### src/bounded_unique_value_set_assert.svh
// Assertion macros used by the bounded unique value set RTL.
`ifndef BOUNDED_UNIQUE_VALUE_SET_ASSERT_SVH
`define BOUNDED_UNIQUE_VALUE_SET_ASSERT_SVH

// Same-cycle implication, checked on every rising clock edge out of reset.
`define BUVS_ASSERT_IMPL(label, ante, cons, msg) \
  label: assert property (@(posedge clk_i) disable iff (!rst_ni) (ante) |-> (cons)) \
    else $error(msg);

// Next-cycle implication, checked on every rising clock edge out of reset.
`define BUVS_ASSERT_NEXT(label, ante, cons, msg) \
  label: assert property (@(posedge clk_i) disable iff (!rst_ni) (ante) |=> (cons)) \
    else $error(msg);

`endif

### src/buvs_pkg.sv
// Shared types and constants of the bounded unique value set.
package buvs_pkg;

  // Store geometry.
  localparam int unsigned MaxEntries = 16;
  localparam int unsigned AddrW      = $clog2(MaxEntries);
  localparam int unsigned CountW     = $clog2(MaxEntries + 1);
  localparam int unsigned ValueW     = 32;
  localparam int unsigned IndexW     = 4;
  localparam int unsigned OpW        = 2;
  localparam int unsigned StatusW    = 2;

  // Request kinds.
  typedef enum logic [OpW-1:0] {
    OpAdd  = 2'd0,
    OpTest = 2'd1,
    OpRead = 2'd2
  } op_e;

  // Result status codes.
  typedef enum logic [StatusW-1:0] {
    StOk    = 2'd0,
    StFull  = 2'd1,
    StRange = 2'd2
  } status_e;

  // Commands from the controller to the datapath.
  typedef struct packed {
    logic load_req;
    logic execute;
  } cmd_t;

endpackage

### src/buvs_datapath.sv
// Datapath: request registers, value store, parallel compare and result registers.
module buvs_datapath (
  input  logic                         clk_i,
  input  logic                         rst_ni,
  input  buvs_pkg::cmd_t               cmd_i,
  input  logic [buvs_pkg::OpW-1:0]     operation_i,
  input  logic signed [buvs_pkg::ValueW-1:0] value_i,
  input  logic [buvs_pkg::IndexW-1:0]  index_i,
  output logic                         found_o,
  output logic signed [buvs_pkg::ValueW-1:0] read_value_o,
  output logic [buvs_pkg::CountW-1:0]  entry_count_o,
  output logic [buvs_pkg::StatusW-1:0] status_o
);

  logic [buvs_pkg::OpW-1:0]     op_q;
  logic [buvs_pkg::ValueW-1:0]  value_q;
  logic [buvs_pkg::IndexW-1:0]  idx_q;
  logic [buvs_pkg::ValueW-1:0]  entries_q [buvs_pkg::MaxEntries];
  logic [buvs_pkg::CountW-1:0]  count_q, count_d;
  logic [buvs_pkg::MaxEntries-1:0] match;
  logic                         hit;
  logic                         full;
  logic                         in_range;
  logic                         store_en;
  logic                         found_d, found_q;
  logic [buvs_pkg::ValueW-1:0]  rd_d, rd_q;
  buvs_pkg::status_e            status_d, status_q;

  // Capture the request beat when it is accepted.
  always_ff @(posedge clk_i) begin
    if (cmd_i.load_req) begin
      op_q    <= operation_i;
      value_q <= value_i;
      idx_q   <= index_i;
    end
  end

  // Compare the value against every occupied entry at once.
  always_comb begin
    for (int i = 0; i < buvs_pkg::MaxEntries; i++) begin
      match[i] = (entries_q[i] == value_q) && (32'(i) < 32'(count_q));
    end
  end

  assign hit      = |match;
  assign full     = (count_q == buvs_pkg::CountW'(buvs_pkg::MaxEntries));
  assign in_range = (32'(idx_q) < 32'(count_q));

  // Decode the request into a result and a store update.
  always_comb begin
    found_d  = 1'b0;
    rd_d     = '0;
    status_d = buvs_pkg::StOk;
    store_en = 1'b0;
    case (buvs_pkg::op_e'(op_q))
      buvs_pkg::OpAdd: begin
        if (hit) begin
          found_d = 1'b1;
        end else if (full) begin
          status_d = buvs_pkg::StFull;
        end else begin
          store_en = 1'b1;
        end
      end
      buvs_pkg::OpTest: begin
        found_d = hit;
      end
      buvs_pkg::OpRead: begin
        if (in_range) begin
          rd_d = entries_q[buvs_pkg::AddrW'(idx_q)];
        end else begin
          status_d = buvs_pkg::StRange;
        end
      end
      default: begin
        found_d = 1'b0;
      end
    endcase
  end

  assign count_d = store_en ? count_q + 1'b1 : count_q;

  // Append a new value at the next free slot.
  always_ff @(posedge clk_i) begin
    if (cmd_i.execute && store_en) begin
      entries_q[count_q[buvs_pkg::AddrW-1:0]] <= value_q;
    end
  end

  // The entry count is control state and clears on reset.
  always_ff @(posedge clk_i or negedge rst_ni) begin
    if (!rst_ni) begin
      count_q <= '0;
    end else if (cmd_i.execute) begin
      count_q <= count_d;
    end
  end

  // Result register, held until the beat leaves.
  always_ff @(posedge clk_i) begin
    if (cmd_i.execute) begin
      found_q  <= found_d;
      rd_q     <= rd_d;
      status_q <= status_d;
    end
  end

  assign found_o       = found_q;
  assign read_value_o  = rd_q;
  assign entry_count_o = count_q;
  assign status_o      = status_q;

endmodule

### src/buvs_ctrl.sv
// Controller: sequences accept, execute and result delivery for one request at a time.
module buvs_ctrl (
  input  logic           clk_i,
  input  logic           rst_ni,
  input  logic           in_valid_i,
  output logic           in_stall_o,
  output logic           out_valid_o,
  input  logic           out_stall_i,
  output buvs_pkg::cmd_t cmd_o
);

  typedef enum logic [1:0] {
    StIdle,
    StExec,
    StHold
  } state_e;

  state_e state_q;
  logic   out_valid_q;
  logic   can_take;
  logic   accept;

  // A new beat may enter when idle, or while the held result leaves.
  assign can_take   = (state_q == StIdle) || ((state_q == StHold) && !out_stall_i);
  assign in_stall_o = !can_take;
  assign accept     = in_valid_i && can_take;

  assign cmd_o.load_req = accept;
  assign cmd_o.execute  = (state_q == StExec);
  assign out_valid_o    = out_valid_q;

  // State and registered result valid.
  always_ff @(posedge clk_i or negedge rst_ni) begin
    if (!rst_ni) begin
      state_q     <= StIdle;
      out_valid_q <= 1'b0;
    end else begin
      case (state_q)
        StIdle: begin
          if (accept) begin
            state_q <= StExec;
          end
        end
        StExec: begin
          state_q     <= StHold;
          out_valid_q <= 1'b1;
        end
        StHold: begin
          if (!out_stall_i) begin
            out_valid_q <= 1'b0;
            state_q     <= accept ? StExec : StIdle;
          end
        end
        default: begin
          state_q     <= StIdle;
          out_valid_q <= 1'b0;
        end
      endcase
    end
  end

endmodule

### src/bounded_unique_value_set.sv
// Top level of the bounded unique value set.
//
// Holds up to 16 distinct signed 32-bit values in insertion order. The input
// channel (in_valid_i / in_stall_o) carries one request beat: an operation
// (add, membership test, read at index), a value and an index. The output
// channel (out_valid_o / out_stall_i) returns one result beat per request with
// found, read_value, entry_count and status.
// The request register is loaded on accept, the compare and store update run
// in the execute cycle, and the result register is loaded at its end.
// A new request is taken in the same cycle the pending result beat leaves, as
// the controller handles a single request at a time.
// Reset (rst_ni low, asynchronous) empties the set and drops any pending beat.
// While the receiver stalls, the result beat holds steady and in_stall_o stays
// high, so no further request enters.
module bounded_unique_value_set (
  input  logic                               clk_i,
  input  logic                               rst_ni,
  input  logic                               in_valid_i,
  output logic                               in_stall_o,
  input  logic [buvs_pkg::OpW-1:0]           operation_i,
  input  logic signed [buvs_pkg::ValueW-1:0] value_i,
  input  logic [buvs_pkg::IndexW-1:0]        index_i,
  output logic                               out_valid_o,
  input  logic                               out_stall_i,
  output logic                               found_o,
  output logic signed [buvs_pkg::ValueW-1:0] read_value_o,
  output logic [buvs_pkg::CountW-1:0]        entry_count_o,
  output logic [buvs_pkg::StatusW-1:0]       status_o
);

  `include "bounded_unique_value_set_assert.svh"

  buvs_pkg::cmd_t cmd;
  logic           in_beat;
  logic           at_cap;
  logic           over_cap;
  logic           full_err;

  // Sequencing.
  buvs_ctrl u_ctrl (
    .clk_i       (clk_i),
    .rst_ni      (rst_ni),
    .in_valid_i  (in_valid_i),
    .in_stall_o  (in_stall_o),
    .out_valid_o (out_valid_o),
    .out_stall_i (out_stall_i),
    .cmd_o       (cmd)
  );

  // Storage and compute.
  buvs_datapath u_datapath (
    .clk_i         (clk_i),
    .rst_ni        (rst_ni),
    .cmd_i         (cmd),
    .operation_i   (operation_i),
    .value_i       (value_i),
    .index_i       (index_i),
    .found_o       (found_o),
    .read_value_o  (read_value_o),
    .entry_count_o (entry_count_o),
    .status_o      (status_o)
  );

  // Terms used by the checks below.
  assign in_beat  = in_valid_i && !in_stall_o;
  assign at_cap   = (entry_count_o == buvs_pkg::CountW'(buvs_pkg::MaxEntries));
  assign over_cap = (entry_count_o > buvs_pkg::CountW'(buvs_pkg::MaxEntries));
  assign full_err = out_valid_o && (status_o == buvs_pkg::StFull);

  // An accepted beat is executed before any result is shown for it.
  `BUVS_ASSERT_NEXT(a_accept_then_exec, in_beat, cmd.execute && !out_valid_o, "beat not executed")
  // A full error is only reported when the store is at capacity.
  `BUVS_ASSERT_IMPL(a_full_at_cap, full_err, at_cap, "full status below capacity")
  // A hit never comes with an error status.
  `BUVS_ASSERT_IMPL(a_found_ok, out_valid_o && found_o, status_o == buvs_pkg::StOk, "found with error")
  // While a result is shown, the count never exceeds the capacity.
  `BUVS_ASSERT_IMPL(a_count_cap, out_valid_o, !over_cap, "count above capacity")

endmodule
### config.mk
export PLATFORM = sky130hd
export DESIGN_NAME = bounded_unique_value_set
export DESIGN_NICKNAME = d
export VERILOG_FILES = /design/src/buvs_pkg.sv /design/src/buvs_datapath.sv /design/src/buvs_ctrl.sv /design/src/bounded_unique_value_set.sv
export VERILOG_INCLUDE_DIRS = /design/src /design/src/src
export SDC_FILE = /design/constraint.sdc
export NUM_CORES = 1
export LEC_CHECK = 0
export BUFFER_PORTS_ARGS = -buffer_cell sky130_fd_sc_hd__buf_2
export CORE_MARGIN = 3
export CORE_UTILIZATION = 38
export CTS_BUF_LIST = sky130_fd_sc_hd__clkbuf_8 sky130_fd_sc_hd__clkbuf_16
export CTS_CLUSTER_DIAMETER = 60
export DETAILED_ROUTE_END_ITERATION = 7
export MAX_ROUTING_LAYER = met4
export SYNTH_ARGS = -nofsm -noshare
export SYNTH_HDL_FRONTEND = slang
export SYNTH_HIERARCHICAL = 1
export SYNTH_SLANG_ARGS = --single-unit
### constraint.sdc
create_clock -name clk_i -period 6.1 [get_ports clk_i]
set_clock_uncertainty 0.05 [all_clocks]
set_input_delay 0.305 -clock clk_i [delete_from_list [all_inputs] [get_ports clk_i]]
set_output_delay 0.305 -clock clk_i [all_outputs]
set_load 0.005 [all_outputs]
**Yosys cells after proc, flatten, opt, wreduce, memory -nomap -nowiden**

Memory sizes are Yosys's and may differ from the RTL's. A register that Yosys moved wholly into a read port is not among the register bits.
Index checks and enable logic that the tools add are counted.

- Register bits: 49
- Memory bits (writable): 512
- Bits of input ports: 42
- Output and inout port bits: 42
- Logic and storage cells: 98
- Memories: 1

- $add $sub $neg: 1
- $lt $le $gt $ge: 17
- Eq/ne operators: 23
- Mux-type cells: 17
- Bitwise operators: 1
- Reduce and logical (&&, ||, !) cells: 30

Memory list:

| memory | depth | width | rd ports | clocked after Yosys merged registers in | write ports | RTL line | text |
|---|---|---|---|---|---|---|---|
| u_datapath.entries_q | 16 | 32 | 17 | 1 | 1 | buvs_datapath.sv:18 | `logic [buvs_pkg::ValueW-1:0] entries_q [buvs_pkg::MaxEntries];` |

Operators by type and width:

| operator | number |
|---|---|
| 32-bit == test | 16 |
| 4-bit by 5-bit < comparator with 1-bit output, first input constant | 8 |
| 3-bit by 5-bit < comparator with 1-bit output, first input constant | 4 |
| 1-bit logical AND | 19 |
| 16-bit OR reduction | 1 |
| 1-bit by 5-bit < comparator with 1-bit output, first input constant | 2 |
| 2-bit by 5-bit < comparator with 1-bit output, first input constant | 2 |
| 1-bit two-way mux | 9 |
| 2-bit two-way mux | 4 |
| 2-bit AND reduction | 4 |
| 2-bit case mux with 3 select lines | 1 |
| 5-bit by 1-bit adder with 5-bit output, second input constant | 1 |
| 5-bit == test, second input constant | 1 |
| 4-bit by 5-bit < comparator with 1-bit output | 1 |
| 2-bit by 1-bit == test with 1-bit output, second input constant | 2 |
| 2-bit == test, second input constant | 2 |
| 2-bit logical NOT | 2 |
| 2-bit case mux with 2 select lines | 1 |
| 1-bit logical NOT | 3 |
| 1-bit case mux with 3 select lines | 1 |
| 2-bit by 1-bit != test with 1-bit output, second input constant | 1 |
| 2-bit != test, second input constant | 1 |
| 1-bit case mux with 2 select lines | 1 |
| 1-bit logical OR | 1 |
| 1-bit NOT | 1 |

**Depth between registers and ports, before layout**

Gate-level depths: netlist of run 1.
An unclocked memory read counts as a cell.

- Word-level depth: 9
- Mapped depth: 11

**By module**

Netlist of run 1, hierarchy kept.

Modules (own cells, without submodules):

| module | times used | cells an instance | area each (um^2) | seq. area each (um^2) |
|---|---|---|---|---|
| buvs_datapath | 1 | 1,892 | 29,859.9 | 17,692.0 |
| buvs_ctrl | 1 | 14 | 141.4 | 75.1 |

**Least setup slack after synthesis of run 1**

Ideal clock, no wire load.

- Kind: reg-to-reg
- Start: register u_datapath/value_q[4] (netlist name)
- End: memory u_datapath/entries_q[11][0] (netlist name), enable pin
- Data arrival time: 4,207 ps
- Setup slack: 1,381 ps
- Stages on the path, launching flop included: 11
- Period minus slack after synthesis: 4,719 ps
- Cells stage by stage: edfxtp_1 buf_4 buf_6 xnor2_1 nand3_1 nor2_1 and3b_1 a2111oi_2 and4_4 nand2_1 nor3_1

- Word-level cells in the longest chain between the ends: 8
- Elaborated cells between the ends (all ways): 38
- Classes of those cells: eq/ne: 16; mux: 4; reduce/logical: 18

Ends and longest elaborated chain:

| what | RTL line | text |
|---|---|---|
| start, declared | buvs_datapath.sv:16 | `logic [buvs_pkg::ValueW-1:0] value_q;` |
| start signal, assigned | buvs_datapath.sv:33 | `value_q <= value_i;` |
| 32-bit == test | buvs_datapath.sv:41 | `match[i] = (entries_q[i] == value_q) && (32'(i) < 32'(count_q));` |
| 1-bit logical AND | buvs_datapath.sv:41 |  |
| 16-bit OR reduction (*) | buvs_datapath.sv:45 | `assign hit = \|match;` |
| 1-bit two-way mux (*) | buvs_datapath.sv:57 | `if (hit) begin` |
| 1-bit two-way mux (*) | buvs_datapath.sv:55 | `case (buvs_pkg::op_e'(op_q))` |
| 1-bit logical AND (*) | buvs_datapath.sv:85 | `if (cmd_i.execute && store_en) begin` |
| 1-bit two-way mux (*) | buvs_datapath.sv:85 |  |
| 1-bit two-way mux (not written as such) (*) | buvs_datapath.sv:86 | `entries_q[count_q[buvs_pkg::AddrW-1:0]] <= value_q;` |
| end, declared | buvs_datapath.sv:18 |  |

Every way passes the cells marked *; elsewhere a longest branch is shown, timed or not.

**Worst setup path in the final report of run 1**

- Start: register u_datapath/value_q[29] (netlist name)
- End: memory u_datapath/entries_q[1][27] (netlist name), enable pin

Same word-level chain as after synthesis.

==> out/summary.txt, run 1 <==
Slew Limit Fails = 0
Starting Density = 38.5%
CTS clk-pin slew, worst paths = 0.06 ns
Syn Inst Count = 1906
Mapped Nets = 1955
CP max-delay cell = nor4_1
Top_reg_cell synth = edfxtp_1
Vias/cell = 6.09
Ys Warns = 6
Clock buffer depth = 3
Critical Path Most Common Cell = nor4_1
Total GRT Usage = 28.9%
Min-delay worst type = in2async
CTS Hold Bufs = 41
Post-synthesis area per instance = 15.7 um^2
Synth area leaders = edfxtp_1 (59%), mux4_2 (12%), xor2_1 (8.1%)
Post-cts gate resize count = 0
# fillers = 6950
Slew of the pin with the lowest slew margin = 1.41 ns
Top Ports = 84
Largest net degree at the start of global routing = 130
Cell area after synthesis = 0.0300 mm^2
Max-Cap Viols = 0
Total grt overflow = 0
Root buf cell = clkbuf_16
Required @ worst endpoint = 6.26 ns
Power Density = 311 mW/mm^2
CP Data Arrival Time = 5.01 ns
CTS HTree Levels = 3
Kind of critical path = reg2reg
Slowest stage delay, CP = 1.05 ns
CP Launch Type = register
Final #Nets = 2108
Final wirelength = 116000 um
CP cell instances = buf_4, xor2_1, nor4_1, nand4_1, nor4_1, nor4_1, and4_4, and4b_4, and3_2
Post-CTS setup buffers = 0
First-pass GRT wire length = 159000 um
Die Span X = 287 um
Top-area cell type share of the netlist area = 58.6%
Async SR Flop Fraction = 1.35%
Final Cell Area = 0.0343 mm^2
Die Span Y = 287 um
Share of layout cells above drive strength 1 = 21.4%
Max Fclk = 206 MHz
Buf+Inv Stages, Crit Path = 1
Final Cycle Share = 79.6%
Row count = 102
Placed cell area = 0.0315 mm^2
Netlist cell types = 62
Critical path's top delay family = simple AND/OR/NAND/NOR gates
Rel. slew slack = 5.60%
CTS Buf Count = 71
Wire per inst = 36.8 um
Num Clock Sinks = 593
Routability congestion estimate = 1.03
Area delta synth->final = 14.3%
Routed via count = 19300
RSZ-0062 raised after global routing = false
Initial antenna violation count = 18
Static leakage = 0.0109 uW
Final setup TNS = 0 ns
Final hold vios = 0
Yosys top cell by area = edfxtp_1
Setup Viol. Count Final = 0
Kind of end point of the critical path = register
DRC Markers = 0
Clk_lat worst skew = 0.62 ns
Vias in the first global route = 18700
CP Max Fanout = 32
Final ANT Viol Nets = 0
Seq cells post-synth = 593
Status = finished, final reports clean
Core Area = 0.0778 mm^2
CTS tree = yes
Drt pass-1 iters = 7
Post-synthesis sequential area ratio = 59.2%
Input/output buffers = 83
Die area = 0.0824 mm^2
1st-iter DRT viols = 2850
Peak supply drop = 198 uV
DP Wirelength = 84600 um
Tmin final = 4.85 ns
EDFF count, synth = 585
-- routing by layer --
layer | track usage, % | vias to the layer above | wire (um)
met2 | 43.4 | 1203 | 53100
met3 | 5.84 | 227 | 11100
met5 | - | - | 0
met1 | 39.2 | 10100 | 47400
met4 | 10.4 | 0 | 4720
li1 | - | 7764 | -
-- path summary, 6_finish.rpt --
path | cells after the start | startpoint | slack [ns] | endpoint
worst max-delay path | 9 | u_datapath/value_q[29] | 1.25 | u_datapath/entries_q[1][27]
worst min-delay path | 2 | rst_ni | 0.08 | u_ctrl/state_q[1]
worst max register to register | 9 | u_datapath/value_q[29] | 1.25 | u_datapath/entries_q[1][27]
worst min register to register | 1 | u_ctrl/state_q[0] | 0.47 | u_ctrl/state_q[1]
max in group asynchronous | 2 | rst_ni | 5.68 | u_datapath/entry_count_o[3]
min in group clk_i | 2 | value_i[26] | 0.35 | u_datapath/value_q[26]
-- flip-flops by register name, indices dropped and copies added, names as in the netlist --
signal / count
u_ctrl/state_q: 2
u_datapath/entry_count_o: 5
u_datapath/entries_q: 512
u_datapath/read_value_o: 32
u_datapath/op_q: 2
u_ctrl/out_valid_o: 1
u_datapath/found_o: 1
u_datapath/value_q: 32
u_datapath/status_o: 2
u_datapath/idx_q: 4
-- where the power goes --
group	leakage [uW]	internal (uW)	switching [uW]
Sequential	0.00540	4630	183
Clock	0.00118	2500	1760
Combinational	0.00434	539	1060
-- stage by stage --
stage	total power, uW	hold WS (ns)	setup slack (ns)	util, %	std cells
final	10700	0.0755	1.25	44.0	3163
after global routing	11000	0.0808	1.23	44.0	3159
after CTS	10700	0.0488	1.30	44.0	3150
after detailed placement	6440	0.155	1.34	40.5	2985
after global placement	6440	0.148	1.37	40.5	2985
after floorplan	5730	-0.0406	1.38	-	1906
-- Yosys cell counts (all sizes together) (8+ instances only) --
library cell  number
and3              16
nand3             27
nand4             98
mux4             160
buf               82
xor2             278
nor3              28
xnor2            238
nand2             45
nor4b             13
nor4             104
or4               14
nand4b             9
edfxtp           585
a21oi              8
nor2              46
nor2b             40
inv                8
dfrtp              8
clkbuf            26
-- cells in the final DEF (no fill, tap or decap), types with 8 or more instances in the layout --
cell,count
dfrtp_1,8
a21oi_1,8
dlygate4sd3_1,41
edfxtp_1,585
nor4_1,103
xor2_1,278
clkbuf_16,74
buf_4,60
buf_2,83
clkinv_1,11
nor4b_1,13
or4_1,14
nor2_1,45
xnor2_2,10
mux4_2,160
inv_1,20
nand3_1,27
xnor2_1,228
nand4b_1,9
nand4_1,98
nor2b_1,39
nand2_1,45
and3_2,14
diode_2,13
nor3_1,24
-- cell type report --
cell class / count / area [um^2] / area share (%)
Antenna cell: 13 / 32.5 / 0.0949
Timing Repair Buffer: 188 / 1360 / 3.96
Tap cell: 1040 / 1300 / 3.80
Inverter: 8 / 30.0 / 0.0876
Sequential cell: 593 / 17800 / 51.8
Multi-Input combinational cell: 1197 / 11500 / 33.5
Clock inverter: 47 / 424 / 1.24
Clock buffer: 77 / 1890 / 5.52
-- cells by family after synthesis --
logic type	Yosys count	synth area share [%]
multiplexers	161	12.1
adder cells (fa/ha/maj)	7	0.292
AO/OA/AOI/OAI	31	0.730
XOR/XNOR	516	15.3
buffers and inverters	116	2.69
flip-flops	593	59.2
AND/OR/NAND/NOR	482	9.70
-- worst register-to-register path, cell delays in order (launching register included) --
cell and delay, ns:
edfxtp_1 0.99, buf_4 0.42, xor2_1 0.19, nor4_1 0.34, nand4_1 0.14, nor4_1 1.05
nor4_1 0.16, and4_4 0.26, and4b_4 0.26, and3_2 0.58
(Power assumes the default switching activity.)
==> inputs of run 2 (changes only) <==
==> constraint.sdc (replaced) <==
create_clock -name clk_i -period 4.6 [get_ports clk_i]
set_clock_uncertainty 0.05 [all_clocks]
set_input_delay 0.23 -clock clk_i [delete_from_list [all_inputs] [get_ports clk_i]]
set_output_delay 0.23 -clock clk_i [all_outputs]
set_load 0.005 [all_outputs]
==> out/summary.txt, run 2 (same netlist as run 1, synthesis figures left out) <==
Met2 WL = 55200 um
Final Cycle Share = 94.3%
Setup ws final = 0.264 ns
Core Area = 0.0778 mm^2
Setup Viol. Count Final = 0
Rel. slew slack = 26.2%
Slew of the pin with the lowest slew margin = 1.11 ns
Final Cell Area = 0.0352 mm^2
Power Density = 412 mW/mm^2
Min-delay worst type = in2reg
Final #Nets = 2174
RSZ-0062 raised after global routing = false
Input/output buffers = 83
Vias/cell = 5.97
Root buf cell = clkbuf_16
Reg area = 0.0178 mm^2
Die area = 0.0824 mm^2
Required @ worst endpoint = 4.89 ns
CP Max Fanout = 19
Max-Cap Viols = 0
Row count = 102
CTS tree = yes
Tmin final = 4.34 ns
Worst R2R Path Depth = 10
Max Fclk = 231 MHz
Status = finished, final reports clean
Final wirelength = 119000 um
CP Data Arrival Time = 4.62 ns
Drt pass-1 iters = 5
Most common cell after layout, fill and taps aside = edfxtp_1
Setup slack, reg-to-reg = 0.26 ns
Met1 wire length = 50200 um
DRC Markers = 0
Routed via count = 19400
# fillers = 6884
Wire per inst = 36.8 um
Initial antenna violation count = 15
Kind of end point of the critical path = register
Met3 WL = 9450 um
Routability congestion estimate = 1.02
Post-cts gate resize count = 0
Die Span X = 287 um
Kind of critical path = reg2reg
Vias in the first global route = 19100
Largest net degree at the start of global routing = 58
CTS HTree Levels = 3
Top sig layer = met4
CTS clk-pin slew, worst paths = 0.06 ns
Total power = 14500 uW
Clk_lat worst skew = 0.63 ns
Peak supply drop = 235 uV
Worst slack at placement = 0.412 ns
Worst R2R End = u_datapath/entries_q[9][17]
Num Clock Sinks = 593
Post-layout util = 45.2%
CP Launch Type = register
Post-CTS setup buffers = 0
DP Wirelength = 89000 um
Area delta synth->final = 17.2%
Commonest cells after routing, fill and taps aside = edfxtp_1 (585), xor2_1 (278), xnor2_1 (228)
Die Span Y = 287 um
RR Startpoint = u_datapath/value_q[14]
Clock buffer depth = 3
Total grt overflow = 0
Final hold vios = 0
Share of layout cells above drive strength 1 = 24.0%
CTS Buf Count = 75
First-pass GRT wire length = 163000 um
Static leakage = 0.0114 uW
Critical Path Start = u_datapath/value_q[14]
Total GRT Usage = 29.9%
Slew Limit Fails = 0
Final ANT Viol Nets = 0
Area of the multi-input gates = 0.0115 mm^2
Number of flip-flops in the largest register = 512
CP endpoint = u_datapath/entries_q[9][17]
1st-iter DRT viols = 2656
Placed cell area = 0.0323 mm^2
Top Ports = 84
Starting Density = 38.5%
CTS Hold Bufs = 42
run 2: metal layers:
metal	track usage [%]	up-vias
met2	45.9	1055
met1	40.5	10200
met5	-	-
met3	4.93	180
met4	10.0	0
li1	-	7915
run 2: through the flow:
stage	setup TNS [ns]	hold WS [ns]	cells
6_report	0	0.251	3242
5_1_grt	0	0.243	3233
4_1_cts	0	0.219	3224
3_5_place_dp	0	0.0771	3046
3_3_place_gp	0	0.0646	3046
2_1_floorplan	-11.39	-0.116	1906
run 2: how the worst min path moves through the flow:
stage / slack (ns) / cells after the start / to / from
2_1_floorplan: -0.12 / 0 / u_ctrl/out_valid_o / rst_ni
3_3_place_gp: 0.06 / 1 / u_ctrl/state_q[0] / rst_ni
3_5_place_dp: 0.08 / 1 / u_ctrl/state_q[0] / rst_ni
4_1_cts: 0.22 / 2 / u_datapath/value_q[13] / value_i[13]
5_1_grt: 0.24 / 2 / u_datapath/value_q[13] / value_i[13]
6_report: 0.25 / 2 / u_datapath/value_q[13] / value_i[13]
run 2: layout make-up:
cell class,instances,area share [%]
sequential,593,50.5
multi-input combinational,1197,32.6
timing repair buffer,250,6.04
clock buffer,77,5.48
tap,1040,3.70
clock inverter,59,1.42
antenna,18,0.128
inverter,8,0.0854
run 2: worst max-delay path: stages, from the launching register on:
cell	delay, ns
edfxtp_1	0.74
buf_4	0.38
xor2_1	0.13
or3_1	0.42
nor3_1	0.41
nand4_1	0.47
and4b_1	0.45
and4_4	0.19
and4b_4	0.28
and3_2	0.25
buf_4	0.24
run 2: where the power goes:
group	total [uW]	switching (uW)	internal, uW
registers	6340	203	6140
logic	2310	1510	808
clock network	5820	2410	3400
